--- src/rtl/bbc_pkg.sv ---
// shared types and constants for the byte budget two class cache
`timescale 1ns / 1ps
package bbc_pkg;
   localparam int unsigned ID_W   = 16;
   localparam int unsigned SIZE_W = 24;

   typedef enum logic [1:0] {
      OP_INSERT = 2'd0,
      OP_REMOVE = 2'd1,
      OP_MOVE   = 2'd2,
      OP_FLUSH  = 2'd3
   } op_type;

   typedef enum logic [1:0] {
      ST_DONE    = 2'd0,
      ST_REFUSED = 2'd1,
      ST_ABSENT  = 2'd2
   } status_type;

   typedef enum logic [0:0] {
      KIND_EVICT    = 1'b0,
      KIND_COMPLETE = 1'b1
   } kind_type;

   typedef struct packed {
      op_type             op;
      logic [ID_W-1:0]    id;
      logic [SIZE_W-1:0]  size;
      logic               pre;
   } cmd_type;

   typedef struct packed {
      kind_type           kind;
      logic [ID_W-1:0]    id;
      status_type         status;
      logic               last;
   } rsp_type;

   typedef enum logic [3:0] {
      S_IDLE,
      S_DYN_EVICT,
      S_PRE_EVICT,
      S_APPEND,
      S_SEARCH,
      S_SHIFT,
      S_FLUSH_DYN,
      S_FLUSH_PRE,
      S_COMPLETE
   } state_type;
endpackage

--- src/rtl/byte_budget_two_class_fifo_cache_top.sv ---
// top level of the byte budget two class fifo cache
`timescale 1ns / 1ps
// The engine takes one request at a time and walks the queues one entry per
// cycle, emitting at most one eviction per cycle, and compacts or appends in a
// step of its own. The longest case is an insert that evicts a full dynamic
// queue and then a full precache queue. A two entry queue decouples intake
// from the engine, so one or two requests can wait while the engine works.
// Responses leave through one output register; a stall there holds the walk.
// The budget register resets to zero, which refuses every insert.
module byte_budget_two_class_fifo_cache_top #(
   parameter int unsigned QUEUE_DEPTH = 16
) (
   input  logic        clock,
   input  logic        reset,
   input  logic        csr_we,
   input  logic [23:0] csr_wdata,      // cache_budget
   input  logic        req_tvalid,
   output logic        req_tready,
   input  logic [47:0] req_tdata,      // opcode[1:0], item_id[17:2], item_size[41:18]
   input  logic        req_tuser,      // precache_class
   output logic        rsp_tvalid,
   input  logic        rsp_tready,
   output logic [23:0] rsp_tdata,      // result_id[15:0], status[17:16]
   output logic        rsp_tuser,      // result_kind
   output logic        rsp_tlast       // last
);
   logic [bbc_pkg::SIZE_W-1:0] budget_ff;
   bbc_pkg::cmd_type in_cmd, q_cmd;
   bbc_pkg::rsp_type rsp;
   logic q_valid, q_ready;

   // budget register
   always_ff @(posedge clock) begin
      if (reset) budget_ff <= '0;
      else if (csr_we) budget_ff <= csr_wdata;
   end

   // front: unpack the request
   assign in_cmd = '{op: bbc_pkg::op_type'(req_tdata[1:0]), id: req_tdata[17:2],
                     size: req_tdata[41:18], pre: req_tuser};

   bbc_cmd_queue u_queue (
      .clock, .reset,
      .in_valid(req_tvalid), .in_ready(req_tready), .in_cmd(in_cmd),
      .out_valid(q_valid), .out_ready(q_ready), .out_cmd(q_cmd)
   );

   // back: carry out the request
   bbc_engine #(.QUEUE_DEPTH(QUEUE_DEPTH)) u_engine (
      .clock, .reset, .budget(budget_ff),
      .cmd_valid(q_valid), .cmd_ready(q_ready), .cmd(q_cmd),
      .out_valid(rsp_tvalid), .out_ready(rsp_tready), .out_rsp(rsp)
   );

   assign rsp_tdata = {6'b0, rsp.status, rsp.id};
   assign rsp_tuser = rsp.kind;
   assign rsp_tlast = rsp.last;
endmodule

--- src/rtl/bbc_cmd_queue.sv ---
// two entry request queue between intake and engine
`timescale 1ns / 1ps
module bbc_cmd_queue (
   input  logic             clock,
   input  logic             reset,
   input  logic             in_valid,
   output logic             in_ready,
   input  bbc_pkg::cmd_type in_cmd,
   output logic             out_valid,
   input  logic             out_ready,
   output bbc_pkg::cmd_type out_cmd
);
   bbc_pkg::cmd_type slot_ff [2];
   logic             wr_ff, rd_ff, wr_in, rd_in;
   logic [1:0]       cnt_ff, cnt_in;
   logic             push, pop;

   assign in_ready  = (cnt_ff != 2'd2);
   assign out_valid = (cnt_ff != 2'd0);
   assign out_cmd   = slot_ff[rd_ff];
   assign push      = in_valid && in_ready;
   assign pop       = out_valid && out_ready;

   always_comb begin
      wr_in  = push ? ~wr_ff : wr_ff;
      rd_in  = pop ? ~rd_ff : rd_ff;
      cnt_in = cnt_ff + {1'b0, push} - {1'b0, pop};
   end

   always_ff @(posedge clock) begin
      if (reset) begin
         wr_ff  <= 1'b0;
         rd_ff  <= 1'b0;
         cnt_ff <= 2'd0;
      end else begin
         wr_ff  <= wr_in;
         rd_ff  <= rd_in;
         cnt_ff <= cnt_in;
      end
      if (push) slot_ff[wr_ff] <= in_cmd;
   end
endmodule

--- src/rtl/bbc_engine.sv ---
// queue engine: evicts, searches, compacts and reports one step a cycle unless the output stalls
`timescale 1ns / 1ps
module bbc_engine #(
   parameter int unsigned QUEUE_DEPTH = 16
) (
   input  logic                        clock,
   input  logic                        reset,
   input  logic [bbc_pkg::SIZE_W-1:0]  budget,
   input  logic                        cmd_valid,
   output logic                        cmd_ready,
   input  bbc_pkg::cmd_type            cmd,
   output logic                        out_valid,
   input  logic                        out_ready,
   output bbc_pkg::rsp_type            out_rsp
);
   localparam int unsigned IW = (QUEUE_DEPTH > 1) ? $clog2(QUEUE_DEPTH) : 1;
   localparam int unsigned CW = $clog2(QUEUE_DEPTH + 1);
   localparam logic [CW-1:0] FULL = CW'(QUEUE_DEPTH);

   // entries, oldest at slot 0; index 0 = dynamic, 1 = precache
   logic [bbc_pkg::ID_W-1:0]   ids_ff   [2][QUEUE_DEPTH];
   logic [bbc_pkg::SIZE_W-1:0] sizes_ff [2][QUEUE_DEPTH];
   logic [CW-1:0]              cnt_ff [2], cnt_in [2];
   logic [bbc_pkg::SIZE_W-1:0] tot_ff [2], tot_in [2];

   bbc_pkg::state_type  state_ff, state_in;
   bbc_pkg::cmd_type    cur_ff, cur_in;
   bbc_pkg::status_type st_ff, st_in;
   logic [CW-1:0]       pos_ff, pos_in;
   logic                q_ff, q_in;       // queue under search or shift
   logic                mv_ff, mv_in;     // shift is a move
   logic [bbc_pkg::SIZE_W-1:0] msz_ff, msz_in;
   bbc_pkg::rsp_type    rsp_ff, rsp_in;
   logic                ov_ff, ov_in;

   // shift control for this cycle
   logic          do_shift, do_app;
   logic          sh_q, ap_q;
   logic [IW-1:0] sh_pos;
   logic [bbc_pkg::ID_W-1:0]   ap_id;
   logic [bbc_pkg::SIZE_W-1:0] ap_sz;

   logic [bbc_pkg::SIZE_W+1:0] sum_all, sum_pre;
   logic can_emit, fits_all, fits_pre;
   logic [IW-1:0] pidx;

   assign pidx    = pos_ff[IW-1:0];
   assign sum_all = {2'b0, tot_ff[0]} + {2'b0, tot_ff[1]} + {2'b0, cur_ff.size};
   assign sum_pre = {2'b0, tot_ff[1]} + {2'b0, cur_ff.size};
   assign fits_all = (sum_all <= {2'b0, budget});
   assign fits_pre = (sum_pre <= {2'b0, budget});
   assign can_emit = !ov_ff || out_ready;
   assign cmd_ready = (state_ff == bbc_pkg::S_IDLE);
   assign out_valid = ov_ff;
   assign out_rsp   = rsp_ff;

   function automatic logic [bbc_pkg::SIZE_W-1:0] sub_sat(
      input logic [bbc_pkg::SIZE_W-1:0] a, input logic [bbc_pkg::SIZE_W-1:0] b);
      return (a >= b) ? a - b : '0;
   endfunction

   // next state
   always_comb begin
      state_in = state_ff;
      unique case (state_ff)
         bbc_pkg::S_IDLE:
            if (cmd_valid) begin
               unique case (cmd.op)
                  bbc_pkg::OP_INSERT:
                     state_in = (budget == '0 || cmd.size > budget) ?
                                bbc_pkg::S_COMPLETE : bbc_pkg::S_DYN_EVICT;
                  bbc_pkg::OP_REMOVE, bbc_pkg::OP_MOVE: state_in = bbc_pkg::S_SEARCH;
                  bbc_pkg::OP_FLUSH: state_in = bbc_pkg::S_FLUSH_DYN;
                  default: state_in = bbc_pkg::S_IDLE;
               endcase
            end
         bbc_pkg::S_DYN_EVICT:
            if (cnt_ff[0] == '0 || fits_all)
               state_in = (cnt_ff[0] == '0 && cur_ff.pre) ?
                          bbc_pkg::S_PRE_EVICT : bbc_pkg::S_APPEND;
         bbc_pkg::S_PRE_EVICT:
            if (cnt_ff[1] == '0 || fits_pre) state_in = bbc_pkg::S_APPEND;
         bbc_pkg::S_APPEND: state_in = bbc_pkg::S_COMPLETE;
         bbc_pkg::S_SEARCH:
            if (pos_ff < cnt_ff[q_ff] && ids_ff[q_ff][pidx] == cur_ff.id)
               state_in = (mv_ff && cnt_ff[1] >= FULL) ?
                          bbc_pkg::S_COMPLETE : bbc_pkg::S_SHIFT;
            else if (pos_ff >= cnt_ff[q_ff] &&
                     (q_ff || cur_ff.op == bbc_pkg::OP_MOVE))
               state_in = bbc_pkg::S_COMPLETE;
         bbc_pkg::S_SHIFT: state_in = bbc_pkg::S_COMPLETE;
         bbc_pkg::S_FLUSH_DYN:
            if (pos_ff >= cnt_ff[0]) state_in = bbc_pkg::S_FLUSH_PRE;
         bbc_pkg::S_FLUSH_PRE:
            if (pos_ff >= cnt_ff[1]) state_in = bbc_pkg::S_COMPLETE;
         bbc_pkg::S_COMPLETE:
            if (can_emit) state_in = bbc_pkg::S_IDLE;
         default: state_in = bbc_pkg::S_IDLE;
      endcase
      // eviction and flush steps wait for a free output slot
      if ((state_ff == bbc_pkg::S_DYN_EVICT || state_ff == bbc_pkg::S_PRE_EVICT ||
           state_ff == bbc_pkg::S_FLUSH_DYN || state_ff == bbc_pkg::S_FLUSH_PRE) &&
          !can_emit)
         state_in = state_ff;
   end

   // datapath
   always_comb begin
      cur_in = cur_ff; st_in = st_ff; pos_in = pos_ff; q_in = q_ff;
      mv_in = mv_ff; msz_in = msz_ff; rsp_in = rsp_ff;
      ov_in = ov_ff && !out_ready;
      cnt_in[0] = cnt_ff[0]; cnt_in[1] = cnt_ff[1];
      tot_in[0] = tot_ff[0]; tot_in[1] = tot_ff[1];
      do_shift = 1'b0; do_app = 1'b0; sh_q = 1'b0; ap_q = 1'b0;
      sh_pos = '0; ap_id = cur_ff.id; ap_sz = cur_ff.size;
      unique case (state_ff)
         bbc_pkg::S_IDLE:
            if (cmd_valid) begin
               cur_in = cmd;
               st_in  = (cmd.op == bbc_pkg::OP_INSERT &&
                         (budget == '0 || cmd.size > budget)) ?
                        bbc_pkg::ST_REFUSED : bbc_pkg::ST_DONE;
               pos_in = '0;
               q_in   = 1'b0;
               mv_in  = (cmd.op == bbc_pkg::OP_MOVE);
            end
         bbc_pkg::S_DYN_EVICT, bbc_pkg::S_PRE_EVICT: begin
            sh_q = (state_ff == bbc_pkg::S_PRE_EVICT);
            if (can_emit && cnt_ff[sh_q] != '0 &&
                !(sh_q ? fits_pre : fits_all)) begin
               rsp_in = '{kind: bbc_pkg::KIND_EVICT, id: ids_ff[sh_q][0],
                          status: bbc_pkg::ST_DONE, last: 1'b0};
               ov_in = 1'b1;
               do_shift = 1'b1;
               cnt_in[sh_q] = cnt_ff[sh_q] - 1'b1;
               tot_in[sh_q] = (cnt_ff[sh_q] == CW'(1)) ? '0 :
                              sub_sat(tot_ff[sh_q], sizes_ff[sh_q][0]);
            end
         end
         bbc_pkg::S_APPEND: begin
            ap_q = cur_ff.pre;
            if (!fits_all || cnt_ff[ap_q] >= FULL) st_in = bbc_pkg::ST_REFUSED;
            else begin
               do_app = 1'b1;
               cnt_in[ap_q] = cnt_ff[ap_q] + 1'b1;
               tot_in[ap_q] = tot_ff[ap_q] + cur_ff.size;
            end
         end
         bbc_pkg::S_SEARCH:
            if (pos_ff < cnt_ff[q_ff] && ids_ff[q_ff][pidx] == cur_ff.id) begin
               msz_in = sizes_ff[q_ff][pidx];
               if (mv_ff && cnt_ff[1] >= FULL) st_in = bbc_pkg::ST_REFUSED;
            end else if (pos_ff >= cnt_ff[q_ff]) begin
               if (q_ff || cur_ff.op == bbc_pkg::OP_MOVE) st_in = bbc_pkg::ST_ABSENT;
               else begin
                  q_in = 1'b1;
                  pos_in = '0;
               end
            end else pos_in = pos_ff + 1'b1;
         bbc_pkg::S_SHIFT: begin
            do_shift = 1'b1; sh_q = q_ff; sh_pos = pidx;
            cnt_in[q_ff] = cnt_ff[q_ff] - 1'b1;
            tot_in[q_ff] = sub_sat(tot_ff[q_ff], msz_ff);
            if (mv_ff) begin
               do_app = 1'b1; ap_q = 1'b1; ap_sz = msz_ff;
               cnt_in[1] = cnt_ff[1] + 1'b1;
               tot_in[1] = tot_ff[1] + msz_ff;
            end
         end
         bbc_pkg::S_FLUSH_DYN, bbc_pkg::S_FLUSH_PRE: begin
            sh_q = (state_ff == bbc_pkg::S_FLUSH_PRE);
            if (can_emit) begin
               if (pos_ff < cnt_ff[sh_q]) begin
                  rsp_in = '{kind: bbc_pkg::KIND_EVICT, id: ids_ff[sh_q][pidx],
                             status: bbc_pkg::ST_DONE, last: 1'b0};
                  ov_in = 1'b1;
                  pos_in = pos_ff + 1'b1;
               end else begin
                  pos_in = '0;
                  if (sh_q) begin
                     cnt_in[0] = '0; cnt_in[1] = '0;
                     tot_in[0] = '0; tot_in[1] = '0;
                     cur_in.id = '0;
                  end
               end
            end
         end
         bbc_pkg::S_COMPLETE:
            if (can_emit) begin
               rsp_in = '{kind: bbc_pkg::KIND_COMPLETE, id: cur_ff.id,
                          status: st_ff, last: 1'b1};
               ov_in = 1'b1;
            end
         default: ;
      endcase
   end

   always_ff @(posedge clock) begin
      if (reset) begin
         state_ff <= bbc_pkg::S_IDLE;
         ov_ff    <= 1'b0;
         cnt_ff[0] <= '0; cnt_ff[1] <= '0;
         tot_ff[0] <= '0; tot_ff[1] <= '0;
      end else begin
         state_ff <= state_in;
         ov_ff    <= ov_in;
         cnt_ff[0] <= cnt_in[0]; cnt_ff[1] <= cnt_in[1];
         tot_ff[0] <= tot_in[0]; tot_ff[1] <= tot_in[1];
      end
      cur_ff <= cur_in; st_ff <= st_in; pos_ff <= pos_in; q_ff <= q_in;
      mv_ff <= mv_in; msz_ff <= msz_in; rsp_ff <= rsp_in;
      // compaction: slots at and above sh_pos take their upper neighbor
      for (int i = 0; i < QUEUE_DEPTH - 1; i++) begin
         if (do_shift && IW'(i) >= sh_pos) begin
            ids_ff[sh_q][i]   <= ids_ff[sh_q][i+1];
            sizes_ff[sh_q][i] <= sizes_ff[sh_q][i+1];
         end
      end
      if (do_app) begin
         ids_ff[ap_q][cnt_ff[ap_q][IW-1:0] - IW'(do_shift && sh_q == ap_q)] <= ap_id;
         sizes_ff[ap_q][cnt_ff[ap_q][IW-1:0] - IW'(do_shift && sh_q == ap_q)] <= ap_sz;
      end
   end
endmodule

--- config.mk ---
export PLATFORM = sky130hd
export DESIGN_NAME = byte_budget_two_class_fifo_cache_top
export DESIGN_NICKNAME = d
export VERILOG_FILES = /design/src/rtl/bbc_pkg.sv /design/src/rtl/byte_budget_two_class_fifo_cache_top.sv /design/src/rtl/bbc_cmd_queue.sv /design/src/rtl/bbc_engine.sv
export SDC_FILE = /design/constraint.sdc
export NUM_CORES = 2
export LEC_CHECK = 0
export BUFFER_PORTS_ARGS = -buffer_cell sky130_fd_sc_hd__buf_2
export CORE_ASPECT_RATIO = 0.5
export CORE_MARGIN = 2
export CORE_UTILIZATION = 35
export DETAILED_ROUTE_END_ITERATION = 6
export PLACE_DENSITY = 0.47
export SYNTH_ARGS = -nofsm -noshare
export SYNTH_HDL_FRONTEND = slang
export SYNTH_SLANG_ARGS = --single-unit
--- constraint.sdc ---
create_clock -name clock -period 14.1 [get_ports clock]
set_input_delay 0.705 -clock clock [delete_from_list [all_inputs] [get_ports clock]]
set_output_delay 0.705 -clock clock [all_outputs]
set_load 0.005 [all_outputs]
# Word-level counts from Yosys, hierarchy flattened
# Memories as Yosys holds them, arrays and structs flattened. A register that Yosys moved wholly into a read port is not among the register bits.
# Cells that the tools add are included.
# totals
regBits	129
ram_bits	1424
n_memories	5
inputBits	78
word_cells	349
# op_classes
bitwise_logic	12
order_cmp	36
addsub	15
mux	157
n_eq_ne	36
n_reduce_logical	69
# mem_list
memory	depth	word_bits	read_ports	rd_ports_with_merged_regs	wr	line	source
u_engine.sizes_ff	2	384	3	1	2	bbc_engine.sv:22	logic [bbc_pkg::SIZE_W-1:0] sizes_ff [2][QUEUE_DEPTH];
u_engine.ids_ff	2	256	4	1	2	bbc_engine.sv:21	logic [bbc_pkg::ID_W-1:0] ids_ff [2][QUEUE_DEPTH];
u_queue.slot_ff	2	43	1	1	1	bbc_cmd_queue.sv:13	bbc_pkg::cmd_type slot_ff [2];
u_engine.tot_ff	2	24	5	2	2	bbc_engine.sv:24	logic [bbc_pkg::SIZE_W-1:0] tot_ff [2], tot_in [2];
u_engine.cnt_ff	2	5	7	2	2	bbc_engine.sv:23	logic [CW-1:0] cnt_ff [2], cnt_in [2];
# op_table
cell	n
$mux W384	1
$mux W24	14
$mux W256	1
$mux W48	5
$pmux W48 S4	1
$bwmux W48	3
$bmux W16 S4	2
$mux W16	8
$bmux W24 S4	1
$demux W24 S4	1
$mux W20	4
$demux W24 S1	3
$demux W16 S4	1
$mux W5	12
$pmux W20 S3	1
$mux W1	58
$le A26 B24 Y1	2
$add A24 B24 Y25	2
$mux W10	5
$add A24 B24 Y24	2
$ge A24 B24 Y1	2
$sub A24 B24 Y24	2
$mux W4	11
$mux W41	1
other kinds (60)	182

# Depth between registers and ports, before layout
# An unclocked memory read counts as a cell.
# logic_depth
word_depth	17
mapped_depth	41

# Hierarchy
# From an unflattened synthesis, not the netlist that was laid out.
# hier_totals
hier_cells	8230
area_unflattened_um2	98471.9
# modules_own_cells
mod	cells_per_inst	seq_area_each_um2	area_each_um2	instances
bbc_engine	7988	42590.8	94007.7	1
bbc_cmd_queue	158	2682.6	3545.9	1
byte_budget_two_class_fifo_cache_top	84	480.5	918.4	1

# Least setup slack after synthesis
# Ideal clock, no wire load.
# synth_path
path_kind	register -> register
from	reg with a tool-made name
to	mem u_engine.ids_ff[0][0] (netlist bit), enable pin
stages_incl_launch_ff	33
path_buffers	3
required_ns	13.613
period_less_slack_ns	10.587
arrival_ns	10.100
slack_ns	3.513
cell_sequence	dfxtp_1 ha_1 a21o_1 a21oi_1 o21bai_1 o31ai_1 a311oi_1 a2111oi_0 xnor2_1 ha_1 buf_2 a21o_1 a221oi_1 o21ai_1 a211o_1 a21oi_1 o21ai_0 xor2_1 ha_1 nand4_1 or4_1 nor4_1 a21oi_1 nor4b_2 a211oi_1 clkbuf_1 nor2_1 a21oi_1 ha_1 buf_1 nor3_1 nand2_1 nor3_1
# synth_lines
item	line
end: declaration	bbc_engine.sv:21

==> metrics.txt <==
top cell type's share of synthesized area=between 40% and 50%; hold wc startpoint=req_tdata[35]; vias in the first global route=~67000; worst slew pin tran=around 1.4 ns; sequential cell area fraction in the yosys report=between 40 and 50%; pwr dens=~240 nW/um2; Max Root-Sink Buffers=4; Placement Setup Slack=2.68 ns; Synthesis Warnings=0; CP Capture Type=flop; number of port buffers=93; Iter 0 DRT Violations=between 7000 and 8000; CP startpoint kind=flop; # IOs=approximately 110; Main synth FF type=edfxtp_1; Via-to-Cell Ratio=slightly below 6; max-slew violations=0; Area contributors post-synth=edfxtp_1 45%, mux2i_1 18%, mux4_2 7.5%, ha_1 3.5%, nand2_1 3.1%; FILL cells=between 20000 and 30000; # clock sinks=~1600; FF-to-FF setup slack=~2.6 ns; min cycle time layout=between 10 and 15 ns; Hold Fails Final Rpt=0; Post-synth EDFFs=between 1000 and 1500; wire per inst=around 31 um; Mapped Cells=8023; Area Overhead vs Synth=10.6%; FP Rows=~140; Critical Path RT=between 10 and 15 ns; Slew headroom=under 10%; GPL Wtd Cong=slightly above 0.9; Crit path arrival time=~12 ns; Detail Route Antenna Nets=0; outcome=complete, no violations; top-count cell post-synth=mux2i_1; Detail Placement HPWL=roughly 240000 um; Post-synth top cells=1791 x mux2i_1, 1461 x edfxtp_1, 808 x nand2_1, 383 x clkbuf_1, 329 x mux4_2; chip width=754 um; Initial Util=around a third; total die area=~290000 um2; syn avg cell area=12.3 um2; asr flop ratio synth=0%; endpoints failing setup=0; TritonCTS buffer count=~170; CP peak stage delay=roughly 0.94 ns; crit path max-delay cell type=nor3_1; Cell variety after synth=just under 100; DIE HEIGHT=about 380 um; Final nets=between 8000 and 9000; Setup WS post-layout=around 2.6 ns; DR pass1 iterations=6; CP Max Fanout=41; setup TNS=0 ns; Max Clock Skew=0.0816 ns; largest net degree at the start of global routing=116; area leader, netlist=edfxtp_1; CTS tree=built; post-synthesis register bit count=1555; hold crit path type=input port to flop; Post-Route WL=about 360000 um; Clock Latency Late Sink=a little under 0.9 ns; Vias=69900; Post-Synthesis Cell Area=98500 um2; Clk Tree Root Cell=clkbuf_16; initial antenna violation count=21; layout cells sized above 1=between 15 and 20%; RSZ-0062 raised after global routing=false; Setup CP Type=flop to flop; first-pass GRT wire length=between 500000 and 600000 um; core area=between 200000 and 300000 um2; GRT overflow=0; CTS clk-pin slew, worst paths=roughly 0.07 ns; Leak=0.0411 uW; Max IR drop VDD=approximately 150 uV; H-tree Lvls=4; Max Cap Viol=0; Peak Freq=86.6 MHz; DRC viols=0; GRT Total Usage=24.5%; Tcrit/Tclk final=81.9%
-- cells in the final DEF (no fill, tap or decap), drive strengths merged, types with 46 or more instances in the layout --
master and count:
nor2b 56, buf 318, a211oi 81, nand4 46, xnor2 113, ha 274
o221ai 48, xor2 53, nand3 138, nand2 808, o21ai 221, inv 157
nor2 240, mux4 329, mux2i 1791, a21oi 279, mux2 359, o22ai 79
clkinv 62, a31oi 56, a21o 68, clkbuf 213, dfxtp 94, edfxtp 1461
nor3 73
-- stage by stage --
stage	power (uW)	instances	area (um2)	hold WS [ns]	utilization, %
after floorplan	16400	8028	98600	0.443	-
after global placement	21500	11400	104000	0.495	37.1
after detailed placement	21600	11400	104000	0.507	37.1
after CTS	26000	11700	109000	0.00995	39.0
after global routing	27500	11700	109000	0.0376	39.0
final	26200	11700	109000	0.0690	39.0
-- state kept, by name (all words and copies together), names as in the netlist, 4 cells and up, named ones only --
register           cells
u_engine.pos_ff        5
u_engine.sizes_ff    768
u_engine.out_rsp      19
u_engine.cur_ff       27
u_queue.slot_ff       86
u_engine.ids_ff      512
u_engine.ap_id        16
budget_ff             24
u_engine.msz_ff       24
u_engine.state_ff      4
-- worst paths after layout --
check        depth (start not counted)                         to
min reg2reg                          2                       flop
min                                  1     u_queue.slot_ff[0][18]
max reg2reg                         36  u_engine.sizes_ff[0][307]
max                                 36  u_engine.sizes_ff[0][307]
-- report_power, final --
group	internal, uW	switching [uW]
registers	7080	836
clock network	2420	2010
logic	4940	8930
-- area by class of cell --
class	instances	area [um2]	area share, %
diodes	5	12.5	0.0115
multi-input cells	5667	50400	46.2
well taps	3753	4700	4.31
inverters	154	578	0.531
clock inverters	78	594	0.546
repair buffers	323	2360	2.16
flip-flops and latches	1555	45800	42.0
clock buffers	213	4560	4.19
-- timing repair --
item                      CTS  global route
gates resized for setup     0             0
buffers inserted            0             0
hold buffers                5             0
hold endpoints to repair    9             0
-- critical path, delay by kind of cell, from the launching register on --
family / cells / cell delay [ns]
AOI/OAI and AO/OA: 17 / 4.17
xor gates and xnor gates: 3 / 0.61
adders and majority gates: 4 / 1.30
buffers and inverters: 4 / 1.40
DFF: 1 / 0.68
and+or+nand+nor: 8 / 2.98
-- metal layers --
layer	wire length [um]	global-route usage [%]	part of all wire (%)	up-vias
li1	-	-	-	30700
met1	173000	37.2	48	36100
met2	148000	35.3	41	2628
met3	30300	5.07	8.4	413
met4	9040	5.84	2.5	6
met5	35	0	0.0097	-
-- cells by family (layout without fill, tap and decap cells) --
family,count (synthesis),in the layout,synth area share (%)
mux,2479,2479,29.8
flops,1555,1555,46.4
simple gates,1548,1548,7.09
compound gates,1187,1187,8.06
buf+inv,806,768,3.49
fa+ha+maj,281,281,3.62
xor+xnor,166,166,1.48
other cells,1,11,0.00381
No activity file was read; power rests on OpenSTA's default activity.
